## config.mk

```make
export PLATFORM = sky130hd
export DESIGN_NAME = srt_cordic_stage
export DESIGN_NICKNAME = d
export VERILOG_FILES = /design/src/rtl/core/srt_pkg.sv /design/src/rtl/core/srt_cordic_stage.sv
export SDC_FILE = /design/constraint.sdc
export NUM_CORES = 1
export LEC_CHECK = 0
export BUFFER_PORTS_ARGS = -buffer_cell sky130_fd_sc_hd__buf_4
export CAP_MARGIN = 30
export CORE_ASPECT_RATIO = 1.2
export CORE_MARGIN = 5
export CORE_UTILIZATION = 48
export DETAILED_ROUTE_END_ITERATION = 10
export PLACE_DENSITY = 0.77
export SLEW_MARGIN = 20
export SYNTH_ARGS = -nofsm -noshare
export SYNTH_HDL_FRONTEND = slang
export SYNTH_SLANG_ARGS = --single-unit
```

## constraint.sdc

```tcl
create_clock -name clk -period 1 [get_ports clk]
set_input_delay 0.15 -clock clk [delete_from_list [all_inputs] [get_ports clk]]
set_output_delay 0.15 -clock clk [all_outputs]
set_load 0.01 [all_outputs]
```

## src/rtl/core/srt_pkg.sv

```systemverilog
package srt_pkg;

	// CORDIC datapath widths: x, y in Q2.30 with headroom, z in 2^32 per turn
	localparam int XY_W          = 34;
	localparam int Z_W           = 34;
	localparam int SCALE_W       = 16;
	localparam int SHIFT_W       = 32;
	localparam int ANGLE_W       = 16;
	localparam int TERM_W        = 16;
	localparam int PROD_W        = XY_W + SCALE_W;
	localparam int ATAN_ENTRIES  = 24;

	localparam logic signed [XY_W-1:0] CORDIC_GAIN_Q30 = 34'sd652032875;

	// Operands that ride along the CORDIC stages
	typedef struct packed {
		logic signed [SCALE_W-1:0] scale_x;
		logic signed [SCALE_W-1:0] scale_y;
		logic signed [SHIFT_W-1:0] shift_x;
		logic signed [SHIFT_W-1:0] shift_y;
		logic                      flip;
	} side_t;

	// atan(2^-i), 2^32 per turn, rounded to nearest
	function automatic logic [31:0] atan_turn(input int i);
		logic [31:0] v;
		case (i)
			0:       v = 32'd536870912;
			1:       v = 32'd316933406;
			2:       v = 32'd167458907;
			3:       v = 32'd85004756;
			4:       v = 32'd42667331;
			5:       v = 32'd21354465;
			6:       v = 32'd10679838;
			7:       v = 32'd5340245;
			8:       v = 32'd2670163;
			9:       v = 32'd1335087;
			10:      v = 32'd667544;
			11:      v = 32'd333772;
			12:      v = 32'd166886;
			13:      v = 32'd83443;
			14:      v = 32'd41722;
			15:      v = 32'd20861;
			16:      v = 32'd10430;
			17:      v = 32'd5215;
			18:      v = 32'd2608;
			19:      v = 32'd1304;
			20:      v = 32'd652;
			21:      v = 32'd326;
			22:      v = 32'd163;
			23:      v = 32'd81;
			default: v = 32'd0;
		endcase
		return v;
	endfunction

endpackage

```

## src/rtl/core/srt_cordic_stage.sv

```systemverilog
module srt_cordic_stage #(
	parameter int STEP = 0
) (
	input  logic                              clk,
	input  logic                              arst_n,
	input  logic                              en,
	input  logic                              valid_in,
	input  logic signed [srt_pkg::XY_W-1:0]   x_in,
	input  logic signed [srt_pkg::XY_W-1:0]   y_in,
	input  logic signed [srt_pkg::Z_W-1:0]    z_in,
	input  srt_pkg::side_t                    side_in,
	output logic                              valid_out,
	output logic signed [srt_pkg::XY_W-1:0]   x_out,
	output logic signed [srt_pkg::XY_W-1:0]   y_out,
	output logic signed [srt_pkg::Z_W-1:0]    z_out,
	output srt_pkg::side_t                    side_out
);
	import srt_pkg::*;

	localparam logic signed [Z_W-1:0] ATAN_STEP =
		signed'({{(Z_W-32){1'b0}}, atan_turn(STEP)});

	logic                     pos;
	logic signed [XY_W-1:0]   dx;
	logic signed [XY_W-1:0]   dy;
	logic                     valid_s1;
	logic signed [XY_W-1:0]   x_s1;
	logic signed [XY_W-1:0]   y_s1;
	logic signed [Z_W-1:0]    z_s1;
	side_t                    side_s1;

	assign pos = !z_in[Z_W-1];
	assign dx  = y_in >>> STEP;
	assign dy  = x_in >>> STEP;

	always_ff @(posedge clk or negedge arst_n) begin
		if (!arst_n) begin
			valid_s1 <= 1'b0;
		end else if (en) begin
			valid_s1 <= valid_in;
		end
	end

	always_ff @(posedge clk) begin
		if (en) begin
			x_s1    <= pos ? x_in - dx : x_in + dx;
			y_s1    <= pos ? y_in + dy : y_in - dy;
			z_s1    <= pos ? z_in - ATAN_STEP : z_in + ATAN_STEP;
			side_s1 <= side_in;
		end
	end

	assign valid_out = valid_s1;
	assign x_out     = x_s1;
	assign y_out     = y_s1;
	assign z_out     = z_s1;
	assign side_out  = side_s1;
endmodule

```

==> results by group, run 1 <==
Status
  – Status: aborted with a tool error
  – Last stage: global routing
  – Log Error: [ERROR DPL-0038] Utilization greater than 100%, impossible to legalize

Clock tree
  – Clock sinks: 199
  – H-tree depth: 4
  – CTS Buf Count: 17
  – Root Buffer: clkbuf_16
  – Clk buf depth: 2

Synth
  – Synth Cell Area: 0.0121 mm²
  – Top post-synthesis cells by count: 198 x edfxtp_1, 115 x a21oi_1, 109 x inv_1
  – Synth Warn #: 0
  – Top_reg_cell synth: edfxtp_1
  – Share of the synthesized area in the top cell type: 0.492
  – FFs w/ async S/R, synth: 0.00503
  – Sequential area share after synthesis: 0.494
  – Top-count cell post-synth: edfxtp_1
  – Area contributors post-synth: edfxtp_1 49%, ha_1 11%, a21oi_1 4.8%, xnor2_1 4.0%, inv_1 3.4%
  – Syn nets: 1,440
  – Post-synthesis register bit count: 199
  – Number of synthesized flops with an enable pin: 198
  – Cell count after synthesis: 1,130
  – Synth unique cells: 77
  – Mapped Avg Cell Area: 10.7 µm²
  – Post-synth top area cell: edfxtp_1

Floorplanning
  – Starting Density: 0.489
  – Chip height: 184 µm
  – I/O Pins: 403
  – Row cnt: 63
  – Die W: 155 µm

Timing
  – Worst endpoint after global-route timing repair: y_out[30]$_DFFE_PP_/D
  – WEP type: register input

Place
  – Detailed-placement wirelength estimate: 42.6 mm
  – Port Buf Inserts: 402
  – Placed Area: 0.0191 mm²
  – Gp weighted congestion: 0.983

GRT
  – Largest net degree at the start of global routing: 50
-- cell families after synthesis --
| family | share of synthesized area |
|---|---|
| DFF | 0.494 |
| xor gates and xnor gates | 0.0464 |
| buffers and inverters | 0.0506 |
| muxes | 0.0175 |
| adders and majority gates | 0.113 |
| and+or+nand+nor | 0.0995 |
| AOI/OAI and AO/OA | 0.179 |
-- through the flow --
step / setup TNS [ns] / instances / setup WS, ns / util
after global placement: -97.07 / 2185 / -1.90 / 0.770
after CTS: -89.90 / 2391 / -1.30 / 0.927
after floorplan: -68.78 / 1130 / -1.44 / -
after detailed placement: -98.47 / 2185 / -1.97 / 0.770
-- repair_timing --
item                                    CTS
buffers inserted                         55
cloned                                    0
endpoints found under the hold margin   129
hold buffers                            129
endpoints found under the setup margin  264
gates resized for setup                 404
pin swaps                               141
==> run 2: changes to the inputs <==
- CORE_ASPECT_RATIO: 1.2 -> unset
- CORE_UTILIZATION: 48 -> 33
- PLACE_DENSITY: 0.77 -> unset
- PLACE_DENSITY_LB_ADDON: unset -> 0.15
==> run 2 against run 1 <==
- the flow now finishes, with violations (setup timing)
- synthesized area unchanged
- synthesized cell count unchanged
==> results by group, run 2 <==
Status
  – Status: complete, but fails checks
  – Violated checks: setup timing

Critical path
  – CP Launch Type: input port
  – Worst-path fanout max: 3
  – Worst R2R Start: valid_out
  – Worst r2r path cells: 2
  – FF-to-FF End: valid_out
  – Worst R2R Setup Slack: 0.09 ns
  – Setup crit end kind: register
  – Crit path kind: input port to register
  – Critical Path RT: 1.23 ns
  – CP arrival: 2.52 ns

Power and ir drop
  – Combinational Power Share: 0.394
  – Switching Fraction: 0.331
  – Pleak: 10.5 nW
  – Clock network power share: 0.250
  – Pint: 20.5 mW
  – Max rail drop VDD: 1290 µV
  – Net Sw Power: 10.1 mW
  – P per Cell Area: 1280 mW/mm²
  – Sequential power share: 0.356

Clock tree
  – Worst-path clk slew: 0.10 ns
  – Clk Latency, worst-skew pair: 0.45 ns
  – Clk buf depth: 2 (unchanged)
  – TritonCTS clock tree: yes
  – H-tree depth: 4 (unchanged)
  – Clock sinks: 199 (unchanged)
  – Root Buffer: clkbuf_16
  – CTS Buf Count: 17 (unchanged)

Routing
  – DR vias/cell: 5.03
  – DRC errors left: 0
  – Total number of vias: 12,831
  – WL final: 54.3 mm
  – DRT Pass-1 Iters: 5
  – Final ANT Viol Nets: 0
  – Wire per inst: 21.3 µm
  – Iteration-0 DRC Markers: 804

Floorplanning
  – Row cnt: 70 (+11%)
  – Starting Density: 0.332 (-0.157)
  – Die area: 0.0406 mm²
  – I/O Pins: 403 (unchanged)
  – Die W: 201 µm (+30%)
  – Chip height: 201 µm (+9.5%)
  – Core ar.: 0.0364 mm²

Place
  – Detailed-placement wirelength estimate: 40.3 mm (-5.4%)
  – Port Buf Inserts: 402 (unchanged)
  – Gp weighted congestion: 0.923 (-6.1%)

Timing
  – Max Clock Freq: 438 MHz
  – Fin. max-slew vios: 0
  – Tmin final: 2.29 ns
  – Worst-margin pin slew: 0.686 ns
  – Final setup TNS: -90.29 ns
  – Worst Skew: 0 ns
  – Final period util: 2.29
  – Final WS setup: -1.29 ns
  – RSZ-0062 raised after global routing: yes
  – Rel. slew slack: 0.538
  – # setup viols final: 263
  – Final hold violation count: 0

Synth
  – Number of synthesized flops with an enable pin: 198 (unchanged)
  – Post-synthesis register bit count: 199 (unchanged)
  – Share of the synthesized area in the top cell type: 0.492 (unchanged)
  – FFs w/ async S/R, synth: 0.00503 (unchanged)
  – Synth Warn #: 0 (unchanged)
  – Cell count after synthesis: 1,130 (unchanged)
  – Top post-synthesis cells by count: 198 x edfxtp_1, 115 x a21oi_1, 109 x inv_1
  – Top_reg_cell synth: edfxtp_1
  – Mapped Avg Cell Area: 10.7 µm² (unchanged)
  – Synth Cell Area: 0.0121 mm² (unchanged)
  – Area contributors post-synth: edfxtp_1 49%, ha_1 11%, a21oi_1 4.8%, xnor2_1 4.0%, inv_1 3.4%
  – Synth unique cells: 77 (unchanged)
  – Syn nets: 1,440 (unchanged)
  – Post-synth top area cell: edfxtp_1
  – Top-count cell post-synth: edfxtp_1
  – Sequential area share after synthesis: 0.494 (unchanged)

Finish
  – Nets: 2,378
  – Commonest cells after routing, fill and taps aside: 559 x buf_4, 256 x buf_6, 198 x edfxtp_1
  – Fill count: 2,744
  – Layout Utilization: 0.655
  – Max reg flops: 97
  – Share of cells above drive strength 1: 0.556
  – Synthesis-to-finish area growth: 97.3%
  – Most common cell after layout, fill and taps aside: buf_4

GRT
  – Wire length of the first global-routing pass: 80.4 mm
  – Largest net degree at the start of global routing: 55
  – Initial antenna violation count: 1
  – Overall routing resource usage: 0.254
  – Gr ovfl total: 0
  – Vias in the first global route: 13,408

Min path
  – Hold Crit Class: input port to async pin

Flow run
  – Max cap viols: 0
[run 2: cell counts after synthesis]
No cell type changed its count.
[run 2: worst max-delay path, stage by stage]
cell	delay (ns)
buf_12	0.09
inv_8	0.03
ha_4	0.15
fa_2	0.37
nor2b_4	0.13
o211ai_1	0.09
buf_4	0.17
a211oi_4	0.30
or3b_4	0.20
a31oi_4	0.10
or2_1	0.24
a311oi_1	0.25
o22ai_1	0.11
xnor2_1	0.13
[run 2: kinds of logic after synthesis]
logic type / Yosys count / synth area share
DFF: 199 / 0.494
muxes: 21 / 0.0175
adders and majority gates: 107 / 0.113
AOI/OAI and AO/OA: 334 / 0.179
and+or+nand+nor: 246 / 0.0995
buffers and inverters: 159 / 0.0506
xor gates and xnor gates: 64 / 0.0464
[run 2: power groups by stage]
stage,logic [mW],registers (mW),clock network (mW)
finish,12.0,10.9,7.66
global route,12.7,11.0,8.10
CTS,11.1,10.8,7.79
detailed placement,9.35,10.9,0
global placement,9.29,10.8,0
floorplan,3.50,11.3,0
[run 2: metal layers]
layer	vias up	wire [µm]	track usage
li1	5977	-	-
met3	94	3820	0.0617
met1	6268	21500	0.308
met4	0	1710	0.0850
met2	492	27300	0.444
met5	-	0	0
[run 2: area by class of cell]
class	instances	area, µm²	share of cell area
Multi-Input combinational cell	772	7350	0.308
Clock buffer	17	425	0.0178
Timing Repair Buffer	968	8800	0.369
Tap cell	468	586	0.0245
Clock inverter	15	216	0.00907
Inverter	110	500	0.0210
Antenna cell	1	2.50	0.000105
Sequential cell	199	5970	0.250
[run 2: worst max path at each step]
stage / start / to / slack (ns) / cells after the start
4_1_cts: y_in[0] / x_out[26] / -1.22 / 12
3_3_place_gp: x_in[6] / y_out[26] / -1.95 / 12
6_report: y_in[0] / y_out[30] / -1.29 / 14
5_1_grt: y_in[0] / y_out[30] / -1.35 / 14
3_5_place_dp: x_in[6] / y_out[26] / -1.95 / 12
2_1_floorplan: x_in[14] / y_out[30] / -1.44 / 11
[run 2: through the flow]
stage	hold slack, ns	setup slack, ns	power, mW	std cells	cell area (µm²)
after detailed placement	-0.0725	-1.95	20.2	2331	19200
after CTS	0.0103	-1.22	29.7	2520	22700
after floorplan	-0.146	-1.44	14.8	1130	12900
final	0.0680	-1.29	30.6	2550	23900
after global routing	0.0410	-1.35	31.8	2549	23900
after global placement	-0.0736	-1.95	20.1	2331	19200
[run 2: what timing repair did]
action | CTS | global route
setup buffers | 36 | 40
gates resized for setup | 341 | 210
setup endpoints to repair | 264 | 263
pin swaps | 102 | 134
endpoints found under the hold margin | 128 | 0
hold buffers | 128 | 0
cloned | 0 | 0
Power figures use the tool's default switching activity.
==> run 3: changes to the inputs <==
- MAX_ROUTING_LAYER: unset -> met4
==> run 3 against run 2 <==
- combinational power hardly changed
- total power shrank 0.45%
- critical path type unchanged
- routed wire length is 1.0% lower
- the flow still finishes with violations (setup timing)
- clock power down 4.4%
- largest cell class unchanged
==> results by group, run 3 (synthesis gave the netlist of run 2 again) <==
Floorplanning
  – Row cnt: 70 (unchanged)
  – I/O Pins: 403 (unchanged)
  – Die W: 201 µm (unchanged)
  – Starting Density: 0.332 (unchanged)
  – Die area: 0.0406 mm² (unchanged)
  – Chip height: 201 µm (unchanged)
  – Core ar.: 0.0364 mm² (unchanged)

GRT
  – Gr ovfl total: 0 (unchanged)
  – Initial antenna violation count: 1 (unchanged)
  – Wire length of the first global-routing pass: 79.6 mm (-1.1%)
  – Largest net degree at the start of global routing: 43 (-22%)
  – Vias in the first global route: 13,116 (-2.2%)
  – Overall routing resource usage: 0.259 (+0.00445)

Status
  – Violated checks: setup timing
  – Status: complete, but fails checks

Routing
  – Total number of vias: 12,743 (-0.69%)
  – WL final: 53.7 mm (-1.0%)
  – Iteration-0 DRC Markers: 848 (+5.5%)
  – Wire per inst: 21.0 µm (-1.5%)
  – DRC errors left: 0 (unchanged)
  – Final ANT Viol Nets: 0 (unchanged)
  – DRT Pass-1 Iters: 5 (unchanged)
  – DR vias/cell: 4.97 (-1.2%)

Critical path
  – Crit path kind: input port to register
  – Worst R2R Setup Slack: 0.21 ns (+0.12 ns)
  – CP Launch Type: input port
  – Worst r2r path cells: 1 (-1)
  – Worst-path fanout max: 5 (+2)
  – Worst R2R Start: valid_out
  – Setup crit end kind: register
  – Critical Path RT: 1.20 ns (-0.03 ns)
  – CP arrival: 2.52 ns (about the same)
  – FF-to-FF End: valid_out

Place
  – Worst slack at placement: -2.00 ns (-0.0510 ns)
  – Port Buf Inserts: 402 (unchanged)
  – Detailed-placement wirelength estimate: 40.4 mm (about the same)
  – Cell total after placement: 2,334 (+0.13%)
  – Gp weighted congestion: 0.931 (+0.92%)
  – Placed Area: 0.0192 mm² (+0.31%)

Power and ir drop
  – Pint: 20.6 mW (+0.46%)
  – Net Sw Power: 9.90 mW (-2.3%)
  – Total power: 30.5 mW (-0.45%)
  – Sequential power share: 0.357 (about the same)
  – Clock network power share: 0.240 (-0.010)
  – Max rail drop VDD: 1160 µV (-9.9%)
  – Combinational Power Share: 0.402 (+0.008)
  – P per Cell Area: 1260 mW/mm² (-1.4%)
  – Switching Fraction: 0.325 (-0.00611)
  – Pleak: 10.6 nW (+0.81%)

Timing
  – Fin. max-slew vios: 0 (unchanged)
  – Tmin final: 2.33 ns (+0.0406 ns)
  – Final period util: 2.33 (+0.0406)
  – Final hold violation count: 0 (unchanged)
  – Max Clock Freq: 430 MHz (-1.7%)
  – # setup viols final: 262 (-0.38%)
  – Rel. slew slack: 0.601 (+0.0628)
  – Worst Skew: 0 ns (unchanged)
  – Worst-margin pin slew: 0.593 ns (-0.0931 ns)
  – Final WS setup: -1.33 ns (-0.0406 ns)
  – RSZ-0062 raised after global routing: yes

Finish
  – Commonest cells after routing, fill and taps aside: 560 x buf_4, 263 x buf_6, 198 x edfxtp_1
  – Max reg flops: 97 (unchanged)
  – Most common cell after layout, fill and taps aside: buf_4
  – Nets: 2,391 (+0.55%)
  – Final instance area: 0.0241 mm² (+0.92%)
  – Synthesis-to-finish area growth: 99.1%
  – Share of cells above drive strength 1: 0.564 (+0.00753)
  – Non-Filler Instances: 2,563 (+0.51%)
  – Layout Utilization: 0.661 (+0.00604)

Clock tree
  – TritonCTS clock tree: yes
  – Clk buf depth: 2 (unchanged)
  – H-tree depth: 4 (unchanged)
  – Root Buffer: clkbuf_16
  – Clock sinks: 199 (unchanged)
  – Worst-path clk slew: 0.09 ns (about the same)
  – CTS Buf Count: 17 (unchanged)
  – Clk Latency, worst-skew pair: 0.46 ns (about the same)

Flow run
  – Max cap viols: 0 (unchanged)

Min path
  – Hold Crit Class: input port to async pin
[run 3: cell count changes in the layout (fill, tap and decap cells not counted), moves of 4 or more]
| cell | change |
|---|---|
| inv_4 | -4 |
| buf_6 | +7 |
| nor2_2 | +4 |
| nand2_1 | -4 |
| nand2_2 | +4 |
| o21ai_1 | -6 |
| a21oi_2 | -8 |
| clkinv_8 | +4 |
| inv_2 | +5 |
| o21ai_2 | +8 |
| a21oi_4 | +5 |
| buf_12 | +5 |
[run 3: area by class of cell]
| cell class | instances | area, µm² |
|---|---|---|
| fillers | 2735 | 12400 |
| repair buffers | 981 | 8990 |
| multi-input cells | 772 | 7420 |
| flip-flops and latches | 199 | 5970 |
| well taps | 468 | 586 |
| inverters | 110 | 490 |
| clock buffers | 18 | 439 |
| clock inverters | 14 | 185 |
| diodes | 1 | 2.50 |
[run 3: worst max-delay path, stage by stage]
cell	delay, ns
buf_8	0.09
inv_8	0.03
ha_4	0.30
nor2b_4	0.05
or4_4	0.56
o21ai_4	0.29
o21ai_2	0.08
a41o_1	0.30
or2_4	0.28
a21boi_4	0.16
o31ai_2	0.09
xnor2_1	0.15
[run 3: how the worst max path moves through the flow]
| stage | endpoint | slack, ns | start | depth (start not counted) |
|---|---|---|---|---|
| floorplan | y_out[30] | -1.44 | x_in[14] | 11 |
| global placement | y_out[26] | -2.00 | y_in[8] | 12 |
| detailed placement | y_out[26] | -2.00 | y_in[8] | 12 |
| CTS | x_out[32] | -1.28 | y_in[0] | 12 |
| global route | x_out[32] | -1.35 | x_in[5] | 12 |
| finish | x_out[32] | -1.33 | x_in[5] | 12 |
[run 3: per-stage QoR]
stage / TNS [ns] / hold slack (ns)
after floorplan: -68.78 / -0.146
after global placement: -99.32 / -0.0740
after detailed placement: -100.08 / -0.0717
after CTS: -91.90 / 0.00391
after global routing: -101.34 / 0.0265
final: -90.63 / 0.0439
[run 3: power groups by stage]
stage | Combinational [mW] | Clock, mW | Sequential, mW
floorplan | 3.50 | 0 | 11.3
global placement | 9.36 | 0 | 10.8
detailed placement | 9.41 | 0 | 10.8
CTS | 11.4 | 7.45 | 10.8
global route | 12.9 | 7.82 | 11.0
finish | 12.2 | 7.32 | 10.9
[run 3: what timing repair did]
action,CTS,global route
endpoints found under the setup margin,264,264
setup buffers,50,37
gates cloned,0,0
pin swaps,147,127
endpoints found under the hold margin,128,0
resized for setup,399,172
hold buffers,128,0
[run 3: per-layer routing]
layer	part of all wire	routed length (µm)	global-route usage
met5	0	0	-
met2	0.51	27600	0.447
met1	0.41	22300	0.322
met4	0.021	1110	0.0618
met3	0.052	2770	0.0376
==> run 4: changes to the inputs <==
- CTS_BUF_LIST: unset -> sky130_fd_sc_hd__clkbuf_4
==> run 4 against run 3 <==
- the run still ends with setup timing left
- via count increased by 0.16%
- sequential share of layout area rose by 0.12 points
- total power down 8.1%
- design area down 0.49%
- sequential cell count unchanged
==> results by group, run 4 (synthesis gave the netlist of run 2 again) <==
Critical path
  – Slowest cell on crit path: or4_4
  – Crit path kind: input port to register
  – Biggest cell delay along the critical path: 0.56 ns (about the same)
  – Timing startpoint of the critical path: x_in[5]
  – CP delay by family, top: compound AO/OA/AOI/OAI gates
  – CP Launch Type: input port
  – Critical Path RT: 1.41 ns (+0.21 ns)
  – WP buf/inv: 2 (unchanged)
  – Worst R2R Start: valid_out
  – Worst-path fanout max: 5 (unchanged)
  – Setup crit end kind: register
  – CP arrival: 2.51 ns (about the same)
  – CP Cell Sequence: buf_8, inv_8, ha_4, nor2b_4, or4_4, o21ai_4, o21ai_2, a41o_1, or2_4, a21boi_4, o31ai_2, xnor2_1

GRT
  – Wire length of the first global-routing pass: 80.4 mm (+1.0%)
  – Largest net degree at the start of global routing: 43 (unchanged)
  – Gr ovfl total: 0 (unchanged)
  – Initial antenna violation count: 2 (+1)
  – Overall routing resource usage: 0.261 (+0.00212)
  – Vias in the first global route: 13,106 (-0.076%)

Floorplanning
  – Die W: 201 µm (unchanged)
  – Die area: 0.0406 mm² (unchanged)
  – Chip height: 201 µm (unchanged)
  – I/O Pins: 403 (unchanged)
  – Core ar.: 0.0364 mm² (unchanged)
  – Row cnt: 70 (unchanged)
  – Starting Density: 0.332 (unchanged)

Timing
  – Final hold violation count: 0 (unchanged)
  – Rel. slew slack: 0.577 (-0.0238)
  – Worst Skew: 0 ns (unchanged)
  – Max Clock Freq: 475 MHz (+11%)
  – Worst-margin pin slew: 0.628 ns (+0.0354 ns)
  – Tmin final: 2.10 ns (-0.222 ns)
  – Final WS setup: -1.10 ns (+0.222 ns)
  – RSZ-0062 raised after global routing: yes
  – Fin. max-slew vios: 0 (unchanged)
  – Final period util: 2.10 (-0.222)
  – # setup viols final: 260 (-0.76%)

Routing
  – DRC errors left: 0 (unchanged)
  – DRT Pass-1 Iters: 5 (unchanged)
  – Final ANT Viol Nets: 0 (unchanged)
  – WL final: 54.2 mm (+0.87%)
  – Wire per inst: 21.1 µm (+0.67%)
  – DR vias/cell: 4.97 (about the same)
  – Iteration-0 DRC Markers: 732 (-14%)
  – Total number of vias: 12,764 (+0.16%)

Power and ir drop
  – P per Cell Area: 1170 mW/mm² (-7.6%)
  – Pleak: 10.5 nW (-0.54%)
  – Max rail drop VDD: 721 µV (-38%)

Clock tree
  – Clk Latency, worst-skew pair: 0.66 ns (+0.20 ns)
  – CTS Buf Count: 17 (unchanged)
  – TritonCTS clock tree: yes
  – Clk buf depth: 2 (unchanged)
  – Worst-path clk slew: 0.18 ns (+0.09 ns)
  – H-tree depth: 4 (unchanged)
  – Root Buffer: clkbuf_4
  – Hold_buf cts: 136 (+6.3%)
  – Clock sinks: 199 (unchanged)

Status
  – Status: complete, but fails checks
  – Violated checks: setup timing

Finish
  – Multi-input gate area: 0.00752 mm² (+1.5%)
  – Fill count: 2,753 (+0.66%)
  – Flip-flop and latch area: 0.00597 mm² (unchanged)
  – Most common cell after layout, fill and taps aside: buf_4
  – Commonest cells after routing, fill and taps aside: 553 x buf_4, 266 x buf_6, 198 x edfxtp_1
  – Non-Filler Instances: 2,568 (+0.20%)
  – Synthesis-to-finish area growth: 98.1%
  – Max reg flops: 97 (unchanged)
  – Share of cells above drive strength 1: 0.567 (+0.00274)
  – Nets: 2,395 (+0.17%)

Place
  – Worst slack at placement: -2.00 ns (unchanged)
  – Gp weighted congestion: 0.931 (unchanged)
  – Detailed-placement wirelength estimate: 40.4 mm (unchanged)
  – Cell total after placement: 2,334 (unchanged)
  – Port Buf Inserts: 402 (unchanged)

Min path
  – Min-Delay Startpoint: x_in[1]
  – Hold Crit Class: input port to register

Flow run
  – Max cap viols: 0 (unchanged)
[run 4: cell count changes in the layout (fill, tap and decap cells not counted), sizes merged]
| cell | before | now |
|---|---|---|
| clkbuf | 19 | 18 |
| diode | 1 | 2 |
| dlygate4sd3 | 128 | 136 |
| clkinv | 8 | 10 |
| buf | 852 | 848 |
| inv | 116 | 115 |
[run 4: layer usage]
layer  vias to the layer above  GRT usage  routed length [µm]
met5                         -          -                   0
met4                         0     0.0530                1080
met3                        65     0.0445                2990
met2                       458      0.454               27900
met1                      6230      0.321               22200
li1                       6011          -                   -
[run 4: final cells by class]
type	count	area share
Antenna cell	2	0.000209
Clock buffer	17	0.00533
Clock inverter	15	0.00789
Inverter	110	0.0212
Multi-Input combinational cell	772	0.314
Sequential cell	199	0.249
Tap cell	468	0.0244
Timing Repair Buffer	985	0.378
[run 4: final timing paths]
path / slack, ns / end / depth (start not counted)
min in group asynchronous: 0.33 / valid_out / 3
max: -1.10 / x_out[32] / 12
min: 0.04 / y_out[1] / 3
min reg2reg: 0.60 / valid_out / 1
max in group asynchronous: 0.57 / valid_out / 3
max reg2reg: 0.20 / valid_out / 1
[run 4: what timing repair did]
item	in CTS	in global routing
resized for setup	414	188
buffers inserted	52	38
pin swaps	152	148
setup endpoints to repair	258	262
hold endpoints to repair	163	1
[run 4: tightest hold or removal path, delay by kind of cell]
family	cells	cell delay, ns
AO/OA/AOI/OAI	1	0.05
adder cells (fa/ha/maj)	1	0.20
buffers and inverters	1	0.11
[run 4: metrics by stage]
stage	total power, mW	instance area [µm²]	util	TNS, ns	hold WS, ns
2_1_floorplan	14.8	12900	-	-68.78	-0.146
3_3_place_gp	20.2	19200	0.528	-99.32	-0.0740
3_5_place_dp	20.3	19200	0.528	-100.08	-0.0717
4_1_cts	27.2	23000	0.631	-133.28	-0.0573
5_1_grt	29.3	24000	0.658	-141.50	-0.0158
6_report	28.0	24000	0.658	-122.93	0.0380
[run 4: report_power, final]
group / switching, mW / internal [mW] / leakage (nW) / total (mW)
Combinational: 5.61 / 6.72 / 8.40 / 12.3
Sequential: 0.530 / 10.4 / 1.95 / 10.9
Clock: 3.55 / 1.23 / 0.164 / 4.78
Total: 9.69 / 18.3 / 10.5 / 28.0
